### src/slcfp_pkg.sv
// Shared types, codes and the CRC16-CCITT byte update for the frame parser.
// Used by the controller, the datapath, the top level and the checker.
package slcfp_pkg;

  // Default depth of the payload buffer.
  localparam int MaxPayloadDefault = 64;

  // Result status codes.
  localparam logic [1:0] StatusGood   = 2'd0;
  localparam logic [1:0] StatusLenErr = 2'd1;
  localparam logic [1:0] StatusCrcErr = 2'd2;

  // Configuration register indexes.
  localparam logic [1:0] CfgSyncFirst  = 2'd0;
  localparam logic [1:0] CfgSyncSecond = 2'd1;
  localparam logic [1:0] CfgMaxLength  = 2'd2;
  localparam logic [1:0] CfgCrcSeed    = 2'd3;

  // Register reset values.
  localparam logic [7:0]  SyncFirstReset  = 8'hAA;
  localparam logic [7:0]  SyncSecondReset = 8'h55;
  localparam logic [6:0]  MaxLengthReset  = 7'd64;
  localparam logic [15:0] CrcSeedReset    = 16'hFFFF;

  localparam logic [15:0] CrcPoly = 16'h1021;

  // Commands from the controller to the datapath.
  typedef struct packed {
    logic       start_frame;
    logic       load_len;
    logic       load_cmd;
    logic       store_payload;
    logic       load_crc_lo;
    logic       emit_err;
    logic [1:0] err_status;
    logic       emit_empty;
    logic       start_drain;
    logic       drain_step;
  } slcfp_cmd_t;

  // Status from the datapath to the controller.
  typedef struct packed {
    logic sync1_hit;
    logic sync2_hit;
    logic len_bad;
    logic len_zero;
    logic payload_done;
    logic crc_ok;
    logic drain_last;
    logic out_free;
  } slcfp_stat_t;

  // One byte of CRC16-CCITT, MSB first, not reflected.
  function automatic logic [15:0] crc16_byte(input logic [15:0] crc, input logic [7:0] b);
    logic [15:0] c;
    int          i;
    c = crc ^ {b, 8'h00};
    for (i = 0; i < 8; i++) begin
      if (c[15]) begin
        c = {c[14:0], 1'b0} ^ CrcPoly;
      end else begin
        c = {c[14:0], 1'b0};
      end
    end
    return c;
  endfunction

endpackage

### src/slcfp_ctrl.sv
// Frame parser controller: the phase state machine and the input handshake.
// Depends on slcfp_pkg for the command and status structs and status codes.
module slcfp_ctrl (
  input  logic                 clk_i,
  input  logic                 rst_ni,
  input  logic                 in_valid_i,
  output logic                 in_stall_o,
  input  slcfp_pkg::slcfp_stat_t stat_i,
  output slcfp_pkg::slcfp_cmd_t  cmd_o
);

  typedef enum logic [2:0] {
    StHunt,
    StSync2,
    StLength,
    StCommand,
    StPayload,
    StCrcLo,
    StCrcHi,
    StDrain
  } state_e;

  state_e state_q, state_d;
  logic   accept;

  always_comb begin
    in_stall_o = 1'b0;
    unique case (state_q)
      StDrain:           in_stall_o = 1'b1;
      StLength, StCrcHi: in_stall_o = !stat_i.out_free;
      default:           in_stall_o = 1'b0;
    endcase
  end

  assign accept = in_valid_i && !in_stall_o;

  always_comb begin
    state_d = state_q;
    cmd_o   = '0;
    unique case (state_q)
      StHunt: begin
        if (accept && stat_i.sync1_hit) begin
          cmd_o.start_frame = 1'b1;
          state_d           = StSync2;
        end
      end
      StSync2: begin
        if (accept) begin
          if (stat_i.sync2_hit) begin
            state_d = StLength;
          end else if (stat_i.sync1_hit) begin
            cmd_o.start_frame = 1'b1;
            state_d           = StSync2;
          end else begin
            state_d = StHunt;
          end
        end
      end
      StLength: begin
        if (accept) begin
          if (stat_i.len_bad) begin
            cmd_o.emit_err   = 1'b1;
            cmd_o.err_status = slcfp_pkg::StatusLenErr;
            state_d          = StHunt;
          end else begin
            cmd_o.load_len = 1'b1;
            state_d        = StCommand;
          end
        end
      end
      StCommand: begin
        if (accept) begin
          cmd_o.load_cmd = 1'b1;
          state_d        = stat_i.len_zero ? StCrcLo : StPayload;
        end
      end
      StPayload: begin
        if (accept) begin
          cmd_o.store_payload = 1'b1;
          if (stat_i.payload_done) begin
            state_d = StCrcLo;
          end
        end
      end
      StCrcLo: begin
        if (accept) begin
          cmd_o.load_crc_lo = 1'b1;
          state_d           = StCrcHi;
        end
      end
      StCrcHi: begin
        if (accept) begin
          if (!stat_i.crc_ok) begin
            cmd_o.emit_err   = 1'b1;
            cmd_o.err_status = slcfp_pkg::StatusCrcErr;
            state_d          = StHunt;
          end else if (stat_i.len_zero) begin
            cmd_o.emit_empty = 1'b1;
            state_d          = StHunt;
          end else begin
            cmd_o.start_drain = 1'b1;
            state_d           = StDrain;
          end
        end
      end
      StDrain: begin
        if (stat_i.out_free) begin
          cmd_o.drain_step = 1'b1;
          if (stat_i.drain_last) begin
            state_d = StHunt;
          end
        end
      end
      default: state_d = StHunt;
    endcase
  end

  always_ff @(posedge clk_i or negedge rst_ni) begin
    if (!rst_ni) begin
      state_q <= StHunt;
    end else begin
      state_q <= state_d;
    end
  end

endmodule

### src/slcfp_dp.sv
// Frame parser datapath: configuration registers, running CRC, frame fields,
// payload buffer and the output register. Depends on slcfp_pkg.
module slcfp_dp #(
  parameter int MaxPayload = slcfp_pkg::MaxPayloadDefault
) (
  input  logic                   clk_i,
  input  logic                   rst_ni,
  input  logic                   cfg_valid_i,
  output logic                   cfg_ready_o,
  input  logic [1:0]             cfg_index_i,
  input  logic [15:0]            cfg_data_i,
  input  logic [7:0]             rx_byte_i,
  input  slcfp_pkg::slcfp_cmd_t  cmd_i,
  output slcfp_pkg::slcfp_stat_t stat_o,
  output logic                   out_valid_o,
  input  logic                   out_stall_i,
  output logic [1:0]             status_o,
  output logic [7:0]             command_o,
  output logic [6:0]             length_o,
  output logic [7:0]             payload_byte_o,
  output logic [5:0]             byte_index_o,
  output logic                   last_o
);

  // Lengths never exceed 127, so the buffer never needs more entries than that.
  localparam int Depth = (MaxPayload < 128) ? MaxPayload : 128;
  localparam int Aw    = (Depth > 1) ? $clog2(Depth) : 1;
  localparam logic [7:0] LimitCap = 8'(MaxPayload);

  logic [7:0]  sync_first_q, sync_second_q;
  logic [6:0]  max_length_q;
  logic [15:0] crc_seed_q;

  logic [15:0] crc_q;
  logic [6:0]  len_q;
  logic [7:0]  cmd_q;
  logic [6:0]  count_q;
  logic [7:0]  crc_lo_q;

  logic [7:0]  mem_q [Depth];
  logic [7:0]  rd_data_q;
  logic [6:0]  rd_idx_q;
  logic [6:0]  rd_next;

  logic        out_valid_q;
  logic [1:0]  status_q;
  logic [7:0]  command_q;
  logic [6:0]  length_q;
  logic [7:0]  payload_q;
  logic [5:0]  index_q;
  logic        last_q;

  logic [7:0]  limit;
  logic [7:0]  count_inc;
  logic        out_free;
  logic        out_load;

  assign cfg_ready_o = 1'b1;

  always_ff @(posedge clk_i or negedge rst_ni) begin
    if (!rst_ni) begin
      sync_first_q  <= slcfp_pkg::SyncFirstReset;
      sync_second_q <= slcfp_pkg::SyncSecondReset;
      max_length_q  <= slcfp_pkg::MaxLengthReset;
      crc_seed_q    <= slcfp_pkg::CrcSeedReset;
    end else if (cfg_valid_i) begin
      unique case (cfg_index_i)
        slcfp_pkg::CfgSyncFirst:  sync_first_q  <= cfg_data_i[7:0];
        slcfp_pkg::CfgSyncSecond: sync_second_q <= cfg_data_i[7:0];
        slcfp_pkg::CfgMaxLength:  max_length_q  <= cfg_data_i[6:0];
        slcfp_pkg::CfgCrcSeed:    crc_seed_q    <= cfg_data_i;
        default: ;
      endcase
    end
  end

  assign limit     = ({1'b0, max_length_q} < LimitCap) ? {1'b0, max_length_q} : LimitCap;
  assign count_inc = {1'b0, count_q} + 8'd1;
  assign rd_next   = rd_idx_q + 7'd1;
  assign out_free  = !out_valid_q || !out_stall_i;
  assign out_load  = cmd_i.emit_err || cmd_i.emit_empty || cmd_i.drain_step;

  always_comb begin
    stat_o              = '0;
    stat_o.sync1_hit    = (rx_byte_i == sync_first_q);
    stat_o.sync2_hit    = (rx_byte_i == sync_second_q);
    stat_o.len_bad      = (rx_byte_i > limit);
    stat_o.len_zero     = (len_q == 7'd0);
    stat_o.payload_done = (count_inc >= {1'b0, len_q});
    stat_o.crc_ok       = ({rx_byte_i, crc_lo_q} == crc_q);
    stat_o.drain_last   = (rd_next == len_q);
    stat_o.out_free     = out_free;
  end

  // Frame registers; their reset values are never observed before a load.
  always_ff @(posedge clk_i or negedge rst_ni) begin
    if (!rst_ni) begin
      crc_q    <= slcfp_pkg::CrcSeedReset;
      len_q    <= '0;
      cmd_q    <= '0;
      count_q  <= '0;
      crc_lo_q <= '0;
      rd_idx_q <= '0;
    end else begin
      if (cmd_i.start_frame) begin
        crc_q   <= crc_seed_q;
        count_q <= '0;
      end
      if (cmd_i.load_len) begin
        len_q <= rx_byte_i[6:0];
        crc_q <= slcfp_pkg::crc16_byte(crc_seed_q, rx_byte_i);
      end
      if (cmd_i.load_cmd) begin
        cmd_q   <= rx_byte_i;
        crc_q   <= slcfp_pkg::crc16_byte(crc_q, rx_byte_i);
        count_q <= '0;
      end
      if (cmd_i.store_payload) begin
        crc_q   <= slcfp_pkg::crc16_byte(crc_q, rx_byte_i);
        count_q <= count_inc[6:0];
      end
      if (cmd_i.load_crc_lo) begin
        crc_lo_q <= rx_byte_i;
      end
      if (cmd_i.start_drain) begin
        rd_idx_q <= '0;
      end else if (cmd_i.drain_step) begin
        rd_idx_q <= rd_next;
      end
    end
  end

  // Payload buffer with a registered read port that runs one entry ahead.
  always_ff @(posedge clk_i) begin
    if (cmd_i.store_payload) begin
      mem_q[count_q[Aw-1:0]] <= rx_byte_i;
    end
    if (cmd_i.start_drain) begin
      rd_data_q <= mem_q[0];
    end else if (cmd_i.drain_step && !stat_o.drain_last) begin
      rd_data_q <= mem_q[rd_next[Aw-1:0]];
    end
  end

  always_ff @(posedge clk_i or negedge rst_ni) begin
    if (!rst_ni) begin
      out_valid_q <= 1'b0;
    end else if (out_load) begin
      out_valid_q <= 1'b1;
    end else if (!out_stall_i) begin
      out_valid_q <= 1'b0;
    end
  end

  always_ff @(posedge clk_i) begin
    if (out_load) begin
      if (cmd_i.emit_err) begin
        status_q  <= cmd_i.err_status;
        command_q <= '0;
        length_q  <= '0;
        payload_q <= '0;
        index_q   <= '0;
        last_q    <= 1'b1;
      end else if (cmd_i.emit_empty) begin
        status_q  <= slcfp_pkg::StatusGood;
        command_q <= cmd_q;
        length_q  <= '0;
        payload_q <= '0;
        index_q   <= '0;
        last_q    <= 1'b1;
      end else begin
        status_q  <= slcfp_pkg::StatusGood;
        command_q <= cmd_q;
        length_q  <= len_q;
        payload_q <= rd_data_q;
        index_q   <= rd_idx_q[5:0];
        last_q    <= stat_o.drain_last;
      end
    end
  end

  assign out_valid_o    = out_valid_q;
  assign status_o       = status_q;
  assign command_o      = command_q;
  assign length_o       = length_q;
  assign payload_byte_o = payload_q;
  assign byte_index_o   = index_q;
  assign last_o         = last_q;

endmodule

### src/sync_length_crc16_frame_parser_top.sv
// Timing: an error or empty-frame result is shown in the cycle after the byte that decides it.
// A good frame of N payload bytes shows its first result once the CRC high byte has started the
// drain and the output register is free. Throughput: one received byte per cycle unless stalled;
// a run of N results holds the input, longer under output stall, set by the single read port.
// Reset: configuration returns to defaults, the parser hunts for sync, output is empty.
// The payload buffer is not cleared: each entry is written in a frame before it is read.
module sync_length_crc16_frame_parser_top #(
  parameter int MaxPayload = slcfp_pkg::MaxPayloadDefault
) (
  input  logic        clk_i,
  input  logic        rst_ni,
  // Configuration write channel.
  input  logic        cfg_valid_i,
  output logic        cfg_ready_o,
  input  logic [1:0]  cfg_index_i,
  input  logic [15:0] cfg_data_i,
  // Received byte requests.
  input  logic        in_valid_i,
  output logic        in_stall_o,
  input  logic [7:0]  rx_byte_i,
  // Result requests.
  output logic        out_valid_o,
  input  logic        out_stall_i,
  output logic [1:0]  status_o,
  output logic [7:0]  command_o,
  output logic [6:0]  length_o,
  output logic [7:0]  payload_byte_o,
  output logic [5:0]  byte_index_o,
  output logic        last_o
);

  // The controller walks the frame phases: sync hunt, second sync, length, command,
  // payload, the two CRC bytes and finally the drain of a good frame. It only ever
  // talks to the datapath through the command and status structs below.
  slcfp_pkg::slcfp_cmd_t  cmd;
  slcfp_pkg::slcfp_stat_t stat;

  // Input requests are held off during a drain, and in the length and CRC high phases
  // when the output register holds a stalled result, since those bytes may produce a result.
  // In every other phase a byte is taken even while a result waits to be collected.
  slcfp_ctrl u_ctrl (
    .clk_i      (clk_i),
    .rst_ni     (rst_ni),
    .in_valid_i (in_valid_i),
    .in_stall_o (in_stall_o),
    .stat_i     (stat),
    .cmd_o      (cmd)
  );

  // The datapath keeps the running CRC, frame fields, the payload buffer and the
  // output register. Payload bytes are stored as they arrive and replayed in order
  // once the received CRC matches.
  slcfp_dp #(
    .MaxPayload (MaxPayload)
  ) u_dp (
    .clk_i          (clk_i),
    .rst_ni         (rst_ni),
    .cfg_valid_i    (cfg_valid_i),
    .cfg_ready_o    (cfg_ready_o),
    .cfg_index_i    (cfg_index_i),
    .cfg_data_i     (cfg_data_i),
    .rx_byte_i      (rx_byte_i),
    .cmd_i          (cmd),
    .stat_o         (stat),
    .out_valid_o    (out_valid_o),
    .out_stall_i    (out_stall_i),
    .status_o       (status_o),
    .command_o      (command_o),
    .length_o       (length_o),
    .payload_byte_o (payload_byte_o),
    .byte_index_o   (byte_index_o),
    .last_o         (last_o)
  );

endmodule

### config.mk
export PLATFORM = sky130hd
export DESIGN_NAME = sync_length_crc16_frame_parser_top
export DESIGN_NICKNAME = d
export VERILOG_FILES = /design/src/slcfp_pkg.sv /design/src/slcfp_ctrl.sv /design/src/slcfp_dp.sv /design/src/sync_length_crc16_frame_parser_top.sv
export SDC_FILE = /design/constraint.sdc
export NUM_CORES = 1
export LEC_CHECK = 0
export BUFFER_PORTS_ARGS = -buffer_cell sky130_fd_sc_hd__buf_2
export CAP_MARGIN = 0
export CORE_MARGIN = 2
export CORE_UTILIZATION = 25
export DETAILED_ROUTE_END_ITERATION = 10
export GPL_TIMING_DRIVEN = 0
export SLEW_MARGIN = 20
export SYNTH_ARGS = -nofsm -noshare
export SYNTH_HDL_FRONTEND = slang
export SYNTH_SLANG_ARGS = --single-unit
### constraint.sdc
create_clock -name clk_i -period 5.7 [get_ports clk_i]
set_input_delay 0.57 -clock clk_i [delete_from_list [all_inputs] [get_ports clk_i]]
set_output_delay 0.57 -clock clk_i [all_outputs]
set_load 0.005 [all_outputs]
=== Word level (Yosys, flattened, before mapping) ===
Memories as Yosys holds them, arrays and structs flattened.
Cells that the tools add are included.
Widths: inputs -> output; s select.

* Bits in writable memories: 512
* Memories: 1
* Bits of input ports: 31
* Bits in latches: 0
* Memory bits (read-only): 0
* Bits in registers: 136
* Word-level logic and storage cells: 201
* Output and inout bits: 35

* Equality and inequality tests: 25
* Add/subtract/negate cells: 2
* Shift operators: 0
* Magnitude comparators: 3
* Multiply operators: 0
* Bitwise operators: 25
* Mux-type cells: 101
* Reduce and logical (&&, ||, !) cells: 25
* Div/mod/pow operators: 0

{| class="wikitable"
|+ Memories
! name !! depth !! bits a word !! rd ports !! clocked after memory_dff !! write ports !! RTL line !! RTL
|-
| u_dp.mem_q || 64 || 8 || 2 || 0 || 1 || slcfp_dp.sv:40 || <nowiki>logic [7:0] mem_q [Depth];</nowiki>
|}

{| class="wikitable"
|+ Operators by type and width
! kind !! count
|-
| $mux 16 || 25
|-
| $mux 13 || 23
|-
| $not 3->3 || 23
|-
| $mux 3 || 16
|-
| $mux 7 || 6
|-
| $xor 16x16->16 || 2
|-
| $pmux 3 s8 || 1
|-
| $mux 1 || 21
|-
| $ne 2x1->1 const B || 10
|-
| $eq 16x16->1 || 1
|-
| $eq 8x8->1 || 2
|-
| $mux 8 || 2
|-
| $eq 3x3->1 const B || 4
|-
| $reduce_and 10->1 || 1
|-
| $add 7x1->8 const B || 1
|-
| $ge 8x7->1 || 1
|-
| $gt 8x8->1 || 1
|-
| $reduce_and 2->1 || 4
|-
| $add 7x1->7 const B || 1
|-
| $eq 7x7->1 || 1
|-
| $logic_not 7->1 || 1
|-
| $lt 7x7->1 const B || 1
|-
| $eq 3x2->1 const B || 2
|-
| $mux 2 || 3
|-
| 16 further kinds || 28
|}

=== Depth between registers and ports, before layout ===
Gate-level depths: netlist of run 1.

* Depth in word-level cells: 32
* Depth in mapped cells: 12

=== By module ===
A second synthesis of run 1 with hierarchy kept.

* Cells, all modules: 1602
* Area total of the unflattened synthesis: 27114.8 µm²

{| class="wikitable"
|+ By module, submodules not included
! module !! instances !! cells an instance !! seq. area each (µm²) !! area an instance (µm²)
|-
| slcfp_dp || 1 || 1539 || 18954.4 || 26660.6
|-
| slcfp_ctrl || 1 || 63 || 75.1 || 454.2
|}

=== Worst setup path before layout of run 1 ===
No wires, ideal clock.

* Path kind: in2reg
* Start point: input port rx_byte_i[0]
* End point: register u_dp.index_q[0] (netlist: u_dp.byte_index_o[0]) (enable)
* Slack: 2.335 ns
* Cell stages on the path: 11
* Arrival time: 2.976 ns
* Setup time: 0.389 ns
* Cells stage by stage: buf_2 > inv_1 > ha_1 > and4_1 > nand2_1 > o31a_1 > a31oi_1 > nor2_1 > nor2_2 > clkbuf_1 > nand2_1

* Word-level cells in the longest chain between the ends: 6

{| class="wikitable"
|+ Ends and longest elaborated chain
! item !! RTL line !! RTL
|-
| start: declaration || sync_length_crc16_frame_parser_top.sv:20 || <nowiki>input logic [7:0] rx_byte_i,</nowiki>
|-
| $gt 8x8->1 / $eq 16x16->1 (equally long branches) || slcfp_dp.sv:87, slcfp_dp.sv:90 ||
|-
| $mux 3, or another cell as far along || slcfp_ctrl.sv:61 || <nowiki>if (stat_i.len_bad) begin</nowiki>
|-
| $mux 3 / $mux 5 (equally long branches) || slcfp_ctrl.sv:60, slcfp_ctrl.sv:92 ||
|-
| $pmux 3 s2 / $mux 2 (equally long branches) || slcfp_ctrl.sv:40 || <nowiki>unique case (state_q)</nowiki>
|-
| $logic_or 1x1->1 * (2 in series) || slcfp_dp.sv:81 || <nowiki>assign out_load = cmd_i.emit_err || cmd_i.emit_empty || cmd_i.drain_step;</nowiki>
|-
| named net u_dp.out_load || slcfp_dp.sv:56 || <nowiki>logic out_load;</nowiki>
|-
| end signal: assignment || slcfp_dp.sv:176 || <nowiki>index_q <= rd_idx_q[5:0];</nowiki>
|-
| end: declaration || slcfp_dp.sv:50 || <nowiki>logic [5:0] index_q;</nowiki>
|}

Mark *: on every way through the listed nets, which the timed path passes. The rest lies on a longest branch.
A chain may end at the register's enable or synchronous reset.

=== Worst setup path in the final report of run 1 ===
* Start point: register u_dp.rd_idx_q[1]
* End point: register u_dp.rd_data_q[1] (data pin)

* Word-level cells in the longest chain between the ends: 4

{| class="wikitable"
|+ Ends and longest elaborated chain
! item !! RTL line !! RTL
|-
| start: declaration || slcfp_dp.sv:42 || <nowiki>logic [6:0] rd_idx_q;</nowiki>
|-
| start signal: assignment || slcfp_dp.sv:128 || <nowiki>rd_idx_q <= rd_next;</nowiki>
|-
| $add 7x1->7 || slcfp_dp.sv:79 || <nowiki>assign rd_next = rd_idx_q + 7'd1;</nowiki>
|-
| $mem_v2 64x8 || - ||
|-
| $mux 8 || slcfp_dp.sv:140 || <nowiki>end else if (cmd_i.drain_step && !stat_o.drain_last) begin</nowiki>
|-
| $mux 8 || slcfp_dp.sv:138 || <nowiki>if (cmd_i.start_drain) begin</nowiki>
|-
| end signal: assignment || slcfp_dp.sv:139 || <nowiki>rd_data_q <= mem_q[0];</nowiki>
|-
| end signal: assignment || slcfp_dp.sv:141 || <nowiki>rd_data_q <= mem_q[rd_next[Aw-1:0]];</nowiki>
|-
| end: declaration || slcfp_dp.sv:41 || <nowiki>logic [7:0] rd_data_q;</nowiki>
|}

Every way passes these cells. The select of a mux whose other input is x is not followed.

==> results of run 1 <==
## per-stage QoR
stage	cell area, um2	total power, mW	hold WS (ns)
after floorplan	27010	7.613	0.2744
after global placement	29090	8.502	0.4787
after detailed placement	29140	8.553	0.4332
after CTS	31450	13.09	0.1711
after global routing	31460	13.49	0.1871
final	31460	13.00	0.1981
## state kept, by name, indices dropped and copies added, names as in the netlist
signal and count:
u_dp.rd_data_q 8, u_dp.crc_seed_q 16, u_dp.command_o 8, u_dp.crc_q 16, u_dp.mem_q 512, u_dp.sync_first_q 8
u_ctrl.state_q 3, u_dp.length_o 7, u_dp.out_valid_o 1, u_dp.payload_byte_o 8, u_dp.count_q 7, u_dp.rd_idx_q 7
u_dp.max_length_q 7, u_dp.byte_index_o 6, u_dp.last_o 1, u_dp.len_q 7, u_dp.status_o 2, u_dp.crc_lo_q 8
u_dp.cmd_q 8, u_dp.sync_second_q 8
## cell type report
class                   instances  area, um2
fillers                     10460      75590
flip-flops and latches        648      19030
multi-input cells             775       7518
clock buffers                  89       1896
well taps                    1403       1755
plain buffers                  83      434.2
clock inverters                40      396.6
repair buffers                 66      384.1
inverters                      11      41.29
diodes                          3      7.507
## kinds of logic after synthesis
group / count (synthesis) / synth area share, %
flip-flops: 648 / 70.44
other: 1 / 0.01388
buffers and inverters: 94 / 1.755
multiplexers: 227 / 15.38
XOR/XNOR: 97 / 3.200
AND/OR/NAND/NOR: 304 / 5.266
AO/OA/AOI/OAI: 130 / 3.205
adder cells (fa/ha/maj): 16 / 0.7410
## cell usage after synthesis (2+ instances only)
| cell type | count |
|---|---|
| xor2_1 | 26 |
| inv_1 | 11 |
| o21bai_1 | 2 |
| nor2_1 | 110 |
| o21ai_0 | 21 |
| a211oi_1 | 10 |
| buf_4 | 15 |
| nor3_1 | 17 |
| o21a_1 | 2 |
| or2_2 | 4 |
| a221o_1 | 6 |
| a21oi_1 | 32 |
| dfstp_2 | 41 |
| a2111oi_0 | 3 |
| nor2_2 | 2 |
| a22oi_1 | 7 |
| nand2b_1 | 5 |
| o22a_1 | 4 |
| mux2_2 | 64 |
| and2_1 | 31 |
| nand4_1 | 6 |
| nor2b_1 | 5 |
| nand2_1 | 73 |
| a21o_1 | 8 |
| mux2i_1 | 19 |
| edfxtp_1 | 552 |
| xnor2_1 | 69 |
| mux4_2 | 144 |
| nor4_1 | 3 |
| nand3b_1 | 7 |
| buf_6 | 5 |
| a31oi_1 | 17 |
| or3b_2 | 2 |
| ha_1 | 16 |
| clkbuf_1 | 34 |
| a22o_1 | 10 |
| nand3_1 | 29 |
| buf_1 | 7 |
| nand4b_1 | 2 |
| dfrtp_1 | 55 |
| buf_2 | 22 |
## repair_timing
| action | in CTS | in global routing |
|---|---|---|
| buffers inserted | 0 | 0 |
| hold buffers | 1 | 0 |
| endpoints found under the setup margin | 0 | 0 |
| hold endpoints to repair | 19 | 0 |
## power by group through the flow
stage,registers [mW],logic (mW),clock network [mW]
after global placement,5.70,2.81,0
after detailed placement,5.70,2.85,0
final,5.61,2.85,4.54
after floorplan,5.64,1.97,0
after global routing,5.63,3.05,4.81
after CTS,5.61,2.87,4.62
## per-layer routing
layer / vias up / part of all wire [%] / track usage [%]
met5: - / 0.090 / 0
met4: 10 / 2.0 / 3.356
met3: 107 / 7.1 / 2.297
met2: 553 / 48 / 19.27
met1: 7478 / 43 / 15.64
li1: 6230 / - / -
## worst max-delay path: cells and delay by family, from the launching register on
family | cells | cell delay (ns)
compound gates | 4 | 1.08
fa+ha+maj | 1 | 0.44
buf+inv | 2 | 1.47
flops | 1 | 0.41
mux | 1 | 0.43
## path summary, 6_finish.rpt
| check | slack, ns | endpoint | start |
|---|---|---|---|
| max | 1.59 | u_dp.rd_data_q[1] | u_dp.rd_idx_q[1] |
| min | 0.20 | u_dp.crc_seed_q[14] | cfg_data_i[14] |
| max reg2reg | 1.59 | u_dp.rd_data_q[1] | u_dp.rd_idx_q[1] |
| min reg2reg | 0.49 | u_dp.cmd_q[0] | u_dp.cmd_q[0] |
| max in group asynchronous | 4.63 | u_dp.crc_seed_q[5] | rst_ni |
| min in group asynchronous | 0.39 | u_dp.rd_idx_q[0] | rst_ni |
==> metrics.md, run 1 <==
| Metric | Value |
|---|---|
| Placed Cells | about 3,000 |
| Remaining antenna violation count | 0 |
| Fraction of final layout cells sized beyond drive strength 1 | 27.80% |
| Vias in the first global route | 14,770 |
| Asr flop ratio synth | 14.81% |
| Post-detailed-routing wire length | 65,630 um |
| Mean Syn Cell Area | 17.81 um2 |
| Die area | 110,700 um2 |
| Largest cells by area after synthesis | edfxtp_1, mux4_2, dfrtp_1 |
| Row count | 120 |
| Wire per inst | 21.05 um |
| Synth Warn # | 0 |
| Layout net count | 1,702 |
| CP Class | reg -> reg |
| Chip Height | 332.7 um |
| Sequential power share | 43.1% |
| Max Slew Vio Count | 0 |
| Post-Syn Instances | 1,517 |
| 1st-iter DRT viols | 1,481 |
| Die W | 332.7 um |
| Final worst-path cycle share | 72.14% |
| Total of max-cap violations | 0 |
| Power Density | between 400 and 500 nW/um2 |
| Final setup vio count | 0 |
| Reg2Reg Depth | 8 |
| Synth-to-Final Area Change | 16.47% |
| All-Layer GR Usage | 11.70% |
| Vias after detailed routing | 14,380 |
| Max Fclk | 0.2432 GHz |
| Worst skew pair latency | 0.61 ns |
| Most frequent cells in the layout | edfxtp_1, mux4_2, nor2_1, buf_2 |
| Cell taking the most area after synthesis | edfxtp_1 |
| Worst Hold Class | in -> reg |
| PortBufs | 64 |
| Commonest non-fill, non-tap cell in the layout | edfxtp_1 |
| Crit-path slowest cell | clkbuf_1 |
| Placer Congestion | 0.8951 |
| Flops & latches, synth | 648 |
| Minimum clock period | between 4 and 5 ns |
| DP Worst Slack | 0.7026 ns |
| IO Count | 66 |
| Gate power share | 21.9% |
| Syn Nets | approximately 1,600 |
| Crit-path max FO | 10 |
| CP endpoint kind | flip-flop |
| Dpl hpwl | 44,640 um |
| Largest net degree at the start of global routing | 78 |
| Core Area | 107,100 um2 |
| H-tree depth | 3 |
| Worst EP required | just over 6 ns |
| Final Hold Fails | 0 |
| Worst setup margin | ~1.6 ns |
| Sink Count | 648 |
| Root Buffer | clkbuf_16 |
| Initial Util | 25.23% |
| Critical path cell sequence | ha_1 > buf_1 > clkbuf_1 > mux4_2 > a22oi_1 > a31oi_1 > a21o_1 > a221o_1 |
| CTS tree | done |
| Clock power share | a little over a third |
| Switch share | 27.54% |
| Drc violations | 0 |
| Post-synth EDFFs | 552 |
| Run status | completed |
| Main synth FF type | edfxtp_1 |
| Post-synthesis sequential area ratio | 70.44% |
| Layout Skew | 0.02077 ns |
| Leak pwr | 10.43 nW |
| Mapped Area | around 27,000 um2 |
| RSZ-0062 raised after global routing | no |
| First-pass DRT Iterations | 5 |
| Post-CTS Resized | 0 |
| Worst slew margin | 27.24% |
| Sum of negative setup slack | 0 ns |
| Max clock buf depth | 3 |
| Gr ovfl total | 0 |
| First-pass GRT wire length | ~98,000 um |
| Distinct cell type count after synthesis | 60 |
| CP max stage delay | 0.78 ns |
| Top cell type's share of synthesized area | about three fifths |
| Peak supply drop | 0.2561 mV |
| Reg clk slew, reported paths | 0.06 ns |
| Avg Vias per Cell | 4.611 |
| Hold Path Stages | 2 |
| Non-filler instance count after layout | 3,118 |
| CTS buffer count | 70 |
| Crit start category | flip-flop |
| Switching power | between 3 and 4 mW |
| Arr. time, crit path | 4.44 ns |
| Worst Max-Slew Pin Slew | 1.084 ns |
| Fin util | 29.39% |
| Initial antenna violation count | 9 |
| Pint | 9.419 mW |
Note: power is estimated with default switching activity, not from simulation.
==> run 2: changes to the inputs <==
==> constraint.sdc (replaced) <==
create_clock -name clk_i -period 4 [get_ports clk_i]
set_input_delay 0.4 -clock clk_i [delete_from_list [all_inputs] [get_ports clk_i]]
set_output_delay 0.4 -clock clk_i [all_outputs]
set_load 0.005 [all_outputs]
==> run 2 against run 1 <==
The flow now finishes with violations (negative setup slack). Critical path depth down 3. Routed wire length increased by 0.13%. Die area unchanged. Utilization about the same. Sequential share of layout area barely moved. Register-to-register slack worse by 1.6 ns. Setup slack worse by 1.6 ns. Cell area hardly changed. Largest power group unchanged.
==> metrics.md, run 2 (synthesized netlist as in run 1, its figures left out) <==
| Metric | Value |
|---|---|
| Run status | finished with violations |
| Violated checks | negative setup slack |
| Most frequent cells in the layout | edfxtp_1, mux4_2, nor2_1, buf_2 |
| Pint | 13.42 mW (+42%) |
| RSZ-0062 raised after global routing | yes |
| Placer Congestion | 0.8951 (unchanged) |
| Fraction of final layout cells sized beyond drive strength 1 | 27.94% (+0.13 points) |
| Total of max-cap violations | 0 (unchanged) |
| Hold_sp | cfg_data_i[14] |
| Worst Hold Class | in -> reg |
| RR Startpoint | u_ctrl.state_q[2] |
| Gate power share | 21.9% (about the same) |
| Die area | 110,700 um2 (unchanged) |
| Reg clk slew, reported paths | 0.06 ns (about the same) |
| Worst Max-Slew Pin Slew | 1.112 ns (+0.02877 ns) |
| Multi-input logic area | 7523 um2 (about the same) |
| Clock power share | 34.9% (about the same) |
| Synth-to-Final Area Change | 16.48% (about the same) |
| Crit-path max FO | 10 (unchanged) |
| Crit start category | flip-flop |
| Core Area | 107,100 um2 (unchanged) |
| Commonest non-fill, non-tap cell in the layout | edfxtp_1 |
| First-pass DRT Iterations | 7 (+2) |
| Reg area | 19,030 um2 (unchanged) |
| Filler cell count | 10,460 (-0.0096%) |
| Die W | 332.7 um (unchanged) |
| Max clock buf depth | 3 (unchanged) |
| Avg Vias per Cell | 4.626 (+0.31%) |
| Sequential power share | 43.1% (about the same) |
| Layout net count | 1,701 (-0.059%) |
| Minimum clock period | 4.010 ns (-0.1018 ns) |
| Largest net degree at the start of global routing | 78 (unchanged) |
| Layout Skew | 0.01803 ns (-0.002738 ns) |
| Switch share | 27.56% (about the same) |
| Initial Util | 25.23% (unchanged) |
| Drc violations | 0 (unchanged) |
| CTS buffer count | 70 (unchanged) |
| Sink Count | 648 (unchanged) |
| H-tree depth | 3 (unchanged) |
| Wire per inst | 21.08 um (+0.16%) |
| Gr ovfl total | 0 (unchanged) |
| Final worst-path cycle share | 100.3% (+28 points) |
| First-pass GRT wire length | 97,640 um (unchanged) |
| Worst skew pair latency | 0.61 ns (about the same) |
| Final setup vio count | 11 (+11) |
| Peak supply drop | 0.3656 mV (+43%) |
| Worst setup margin | -0.01017 ns (-1.598 ns) |
| Switching power | 5.105 mW (+43%) |
| Fin util | 29.39% (about the same) |
| Setup Fix Bufs, Post-CTS | 0 (unchanged) |
| Critical Path Start | u_ctrl.state_q[2] |
| 1st-iter DRT viols | 1,465 (-1.1%) |
| Number of flip-flops under the largest register name | 512 (unchanged) |
| Worst EP required | 4.22 ns (-1.81 ns) |
| Non-filler instance count after layout | 3,117 (-0.032%) |
| Sum of negative setup slack | -0.05777 ns (-0.05777 ns) |
| Placed Cells | 2,985 (unchanged) |
| Max Slew Vio Count | 0 (unchanged) |
| CP Class | reg -> reg |
| Root Buffer | clkbuf_16 |
| Worst slew margin | 25.27% (-2.0 points) |
| IO Count | 66 (unchanged) |
| Initial antenna violation count | 9 (unchanged) |
| Row count | 120 (unchanged) |
| CP endpoint kind | flip-flop |
| Arr. time, crit path | 4.23 ns (-0.21 ns) |
| Vias in the first global route | 14,770 (unchanged) |
| R2R Setup Slk | -0.01 ns (-1.60 ns) |
| All-Layer GR Usage | 11.70% (unchanged) |
| Final Hold Fails | 0 (unchanged) |
| Power Density | 588.7 nW/um2 (+42%) |
| Post-detailed-routing wire length | 65,720 um (+0.13%) |
| Dpl hpwl | 44,640 um (unchanged) |
| Max Fclk | 0.2494 GHz (+2.5%) |
| Total power | 18.52 mW (+43%) |
| Chip Height | 332.7 um (unchanged) |
| Remaining antenna violation count | 0 (unchanged) |
| CTS tree | done |
| PortBufs | 64 (unchanged) |
| Leak pwr | 10.43 nW (about the same) |
| Vias after detailed routing | 14,420 (+0.28%) |
-- run 2: metal layers --
| metal | global-route usage (%) | wire [um] | vias to the layer above |
|---|---|---|---|
| li1 | - | - | 6232 |
| met1 | 15.64 | 27950 | 7526 |
| met2 | 19.27 | 31780 | 549 |
| met3 | 2.297 | 4612 | 101 |
| met4 | 3.356 | 1321 | 10 |
| met5 | 0 | 59 | - |
-- run 2: cell type report --
cell class | count | share of cell area (%)
Multi-Input combinational cell | 775 | 23.91
Antenna cell | 3 | 0.02386
Buffer | 82 | 1.376
Tap cell | 1403 | 5.579
Clock inverter | 40 | 1.260
Clock buffer | 89 | 6.024
Sequential cell | 648 | 60.48
Inverter | 11 | 0.1312
Timing Repair Buffer | 66 | 1.221
-- run 2: timing repair --
item / in CTS / in global routing
hold buffers: 1 / 0
endpoints found under the setup margin: 33 / 64
pin swaps: 0 / 0
resized for setup: 4 / 4
endpoints found under the hold margin: 53 / 0
-- run 2: power groups by stage --
stage / sequential [mW] / combinational (mW) / clock (mW)
6_report: 7.99 / 4.06 / 6.47
5_1_grt: 8.02 / 4.34 / 6.86
4_1_cts: 7.99 / 4.09 / 6.58
3_5_place_dp: 8.13 / 4.06 / 0
3_3_place_gp: 8.12 / 4.00 / 0
2_1_floorplan: 8.04 / 2.81 / 0
-- run 2: worst paths after layout --
check,endpoint,cells past startpoint
worst max-delay path,u_dp.mem_q[54][0],5
worst min-delay path,u_dp.crc_seed_q[14],2
worst max register to register,u_dp.mem_q[54][0],5
worst min register to register,u_dp.cmd_q[0],2
max in group asynchronous,u_dp.crc_seed_q[5],3
min in group asynchronous,u_dp.rd_idx_q[0],2
-- run 2: per-stage QoR --
stage	worst slack, ns	hold WS, ns	cell area, um2
finish	-0.01017	0.02698	31470
global route	-0.02045	0.01712	31460
CTS	0.008649	0.001118	31450
detailed placement	-0.8274	0.2632	29140
global placement	-1.329	0.4787	29090
floorplan	0.7727	0.1044	27010
-- run 2: worst max-delay path: stages (launching register included) --
cell and delay [ns]:
dfrtp_1 0.38, clkbuf_1 0.36, nand2_1 0.14, nor3_1 0.87, nand4b_1 0.94, nor2_1 0.94
==> run 3: changes to the inputs <==
--- a/config.mk
+++ b/config.mk
@@ -8,7 +8,7 @@
 export BUFFER_PORTS_ARGS = -buffer_cell sky130_fd_sc_hd__buf_2
 export CAP_MARGIN = 0
 export CORE_MARGIN = 2
-export CORE_UTILIZATION = 25
+export CORE_UTILIZATION = 30
 export DETAILED_ROUTE_END_ITERATION = 10
 export GPL_TIMING_DRIVEN = 0
 export SLEW_MARGIN = 20
==> run 3 against run 2 <==
The run now ends clean. Die area down 16%. Critical path depth rose by 4. Utilization grew 5.4 points. Maximum frequency is 2.3% higher. Worst hold slack better by 0.0038 ns. Highest routed layer unchanged. Total power down 1.3%. Clock skew rose by 0.016 ns. Sequential share of layout area up 0.57 points. Register-to-register slack gained 0.09 ns. Routed wire length fell by 2.2%. First-iteration DRC count decreased by 7.4%.
==> metrics.md, run 3 (synthesized netlist as in run 1, its figures left out) <==
| Metric | Value |
|---|---|
| Max Slew Vio Count | 0 (unchanged) |
| Clock power share | 34.1% (-0.8 points) |
| Run status | completed |
| Worst EP required | 4.32 ns (+0.10 ns) |
| H-tree depth | 3 (unchanged) |
| Remaining antenna violation count | 0 (unchanged) |
| R2R Setup Slk | 0.08 ns (+0.09 ns) |
| CP endpoint kind | flip-flop |
| DP Worst Slack | -1.122 ns (-0.2946 ns) |
| CP Class | reg -> reg |
| Commonest non-fill, non-tap cell in the layout | edfxtp_1 |
| Arr. time, crit path | 4.24 ns (about the same) |
| Core Area | 89,600 um2 (-16%) |
| Chip Height | 304.1 um (-8.6%) |
| Synth-to-Final Area Change | 15.40% |
| Layout net count | 1,707 (+0.35%) |
| IO Count | 66 (unchanged) |
| Minimum clock period | 3.919 ns (-0.09103 ns) |
| Setup Fix Bufs, Post-CTS | 0 (unchanged) |
| Antenna diodes | 0 (-3) |
| Max clock buf depth | 3 (unchanged) |
| PortBufs | 64 (unchanged) |
| CTS buffer count | 69 (-1.4%) |
| Switching power | 5.157 mW (+1.0%) |
| Placer Congestion | 0.8735 (-2.4%) |
| Sink Count | 648 (unchanged) |
| Drc violations | 0 (unchanged) |
| First-pass GRT wire length | 96,130 um (-1.5%) |
| CTS tree | done |
| Hold slack | 0.03078 ns (+0.003799 ns) |
| Gr ovfl total | 0 (unchanged) |
| Wire per inst | 22.23 um (+5.4%) |
| Vias after detailed routing | 14,310 (-0.73%) |
| Leak pwr | 10.41 nW (-0.22%) |
| Initial Util | 30.15% (+4.9 points) |
| Total power | 18.28 mW (-1.3%) |
| Multi-input logic area | 7526 um2 (about the same) |
| Largest net degree at the start of global routing | 83 (+6.4%) |
| Initial antenna violation count | 1 (-8) |
| Pint | 13.12 mW (-2.2%) |
| Most frequent cells in the layout | edfxtp_1, mux4_2, nor2_1, buf_2, nand2_1 |
| Root Buffer | clkbuf_16 |
| Post-detailed-routing wire length | 64,290 um (-2.2%) |
| Fraction of final layout cells sized beyond drive strength 1 | 27.62% (-0.31 points) |
| Final setup vio count | 0 (-11) |
| Switch share | 28.21% (+0.65 points) |
| R2r endpoint | u_dp.rd_data_q[6] |
| Final worst-path cycle share | 97.98% (-2.3 points) |
| Row count | 110 (-8.3%) |
| Worst setup margin | 0.08086 ns (+0.09103 ns) |
| Power Density | 586.4 nW/um2 (-0.38%) |
| 1st-iter DRT viols | 1,357 (-7.4%) |
| Reg2Reg Depth | 9 (+4) |
| Crit start category | flip-flop |
| Filler cell count | 8,370 (-20%) |
| Avg Vias per Cell | 4.949 (+7.0%) |
| Die W | 304.1 um (-8.6%) |
| Vias in the first global route | 14,560 (-1.4%) |
| Worst Max-Slew Pin Slew | 1.114 ns (+0.001427 ns) |
| Sequential power share | 43.7% (+0.6 points) |
| Worst slew margin | 25.58% (+0.31 points) |
| Gate power share | 22.2% (+0.3 points) |
| First-pass DRT Iterations | 5 (-2) |
| Worst skew pair latency | 0.62 ns (about the same) |
| RSZ-0062 raised after global routing | no |
| Die area | 92,460 um2 (-16%) |
| Crit path to | u_dp.rd_data_q[6] |
| Total of max-cap violations | 0 (unchanged) |
| Reg clk slew, reported paths | 0.06 ns (about the same) |
| Max Fclk | 0.2552 GHz (+2.3%) |
| Sum of negative setup slack | 0 ns (+0.05777 ns) |
| Dpl hpwl | 43,460 um (-2.7%) |
| RR Startpoint | u_dp.rd_idx_q[1] |
| Crit-path max FO | 10 (unchanged) |
| Critical Path Start | u_dp.rd_idx_q[1] |
| Peak supply drop | 0.2900 mV (-21%) |
| Final Hold Fails | 0 (unchanged) |
| Worst Hold Class | in -> reg |
| Layout Skew | 0.03390 ns (+0.01588 ns) |
| Number of flip-flops under the largest register name | 512 (unchanged) |
| Reg area | 19,030 um2 (unchanged) |
| All-Layer GR Usage | 13.80% (+2.1 points) |
-- run 3: how the worst min path moves through the flow --
stage,cells past startpoint,end,startpoint,slack (ns)
finish,2,u_dp.crc_seed_q[12],cfg_data_i[12],0.03
detailed placement,1,u_dp.rd_idx_q[1],rst_ni,0.25
floorplan,0,u_ctrl.state_q[0],rst_ni,0.10
CTS,2,u_dp.crc_seed_q[12],cfg_data_i[12],0.003
global route,2,u_dp.crc_seed_q[12],cfg_data_i[12],0.02
global placement,2,u_dp.cmd_q[0],u_dp.cmd_q[0],0.48
-- run 3: through the flow --
stage / std cells / util, % / instance area (um2)
after floorplan: 1517 / - / 27010
after global placement: 2757 / 32.15 / 28810
after detailed placement: 2758 / 32.20 / 28850
after CTS: 2892 / 34.77 / 31160
after global routing: 2892 / 34.79 / 31170
final: 2892 / 34.79 / 31170
-- run 3: repair_timing --
item                       4_1_cts  5_1_grt
hold buffers                     7        0
pin swaps                        0        0
resized for setup                6        5
hold endpoints to repair        61        0
setup endpoints to repair       32       36
gates cloned                     0        0
-- run 3: critical path, stage by stage, from the launching register on --
cell and delay [ns]:
dfrtp_1 0.42, ha_1 0.36, buf_2 0.34, buf_2 0.37, clkbuf_1 0.73, mux4_2 0.47
mux2i_1 0.15, mux2i_1 0.09, o32ai_1 0.45, o31ai_1 0.24
-- run 3: cell type report --
cell class                 instances  area share [%]
timing repair buffer              72           1.437
clock buffer                      84           5.752
clock inverter                    43           1.381
sequential                       648           61.04
tap                             1176           4.720
multi-input combinational        775           24.14
buffer                            83           1.393
inverter                          11          0.1325
-- run 3: power by group through the flow --
stage	logic, mW	clock network [mW]	registers, mW
6_report	4.06	6.24	7.98
2_1_floorplan	2.81	0	8.04
5_1_grt	4.36	6.61	8.02
3_3_place_gp	4.01	0	8.11
4_1_cts	4.08	6.35	7.98
3_5_place_dp	4.06	0	8.12
-- run 3: layer usage --
metal  GRT usage [%]  vias to the layer above  part of all wire, %
li1                -                     6229                    -
met1           18.29                     7508                   43
met2           22.92                      500                   49
met3           3.120                       74                  6.5
met4           3.540                        2                  1.6
met5               0                        -                0.016
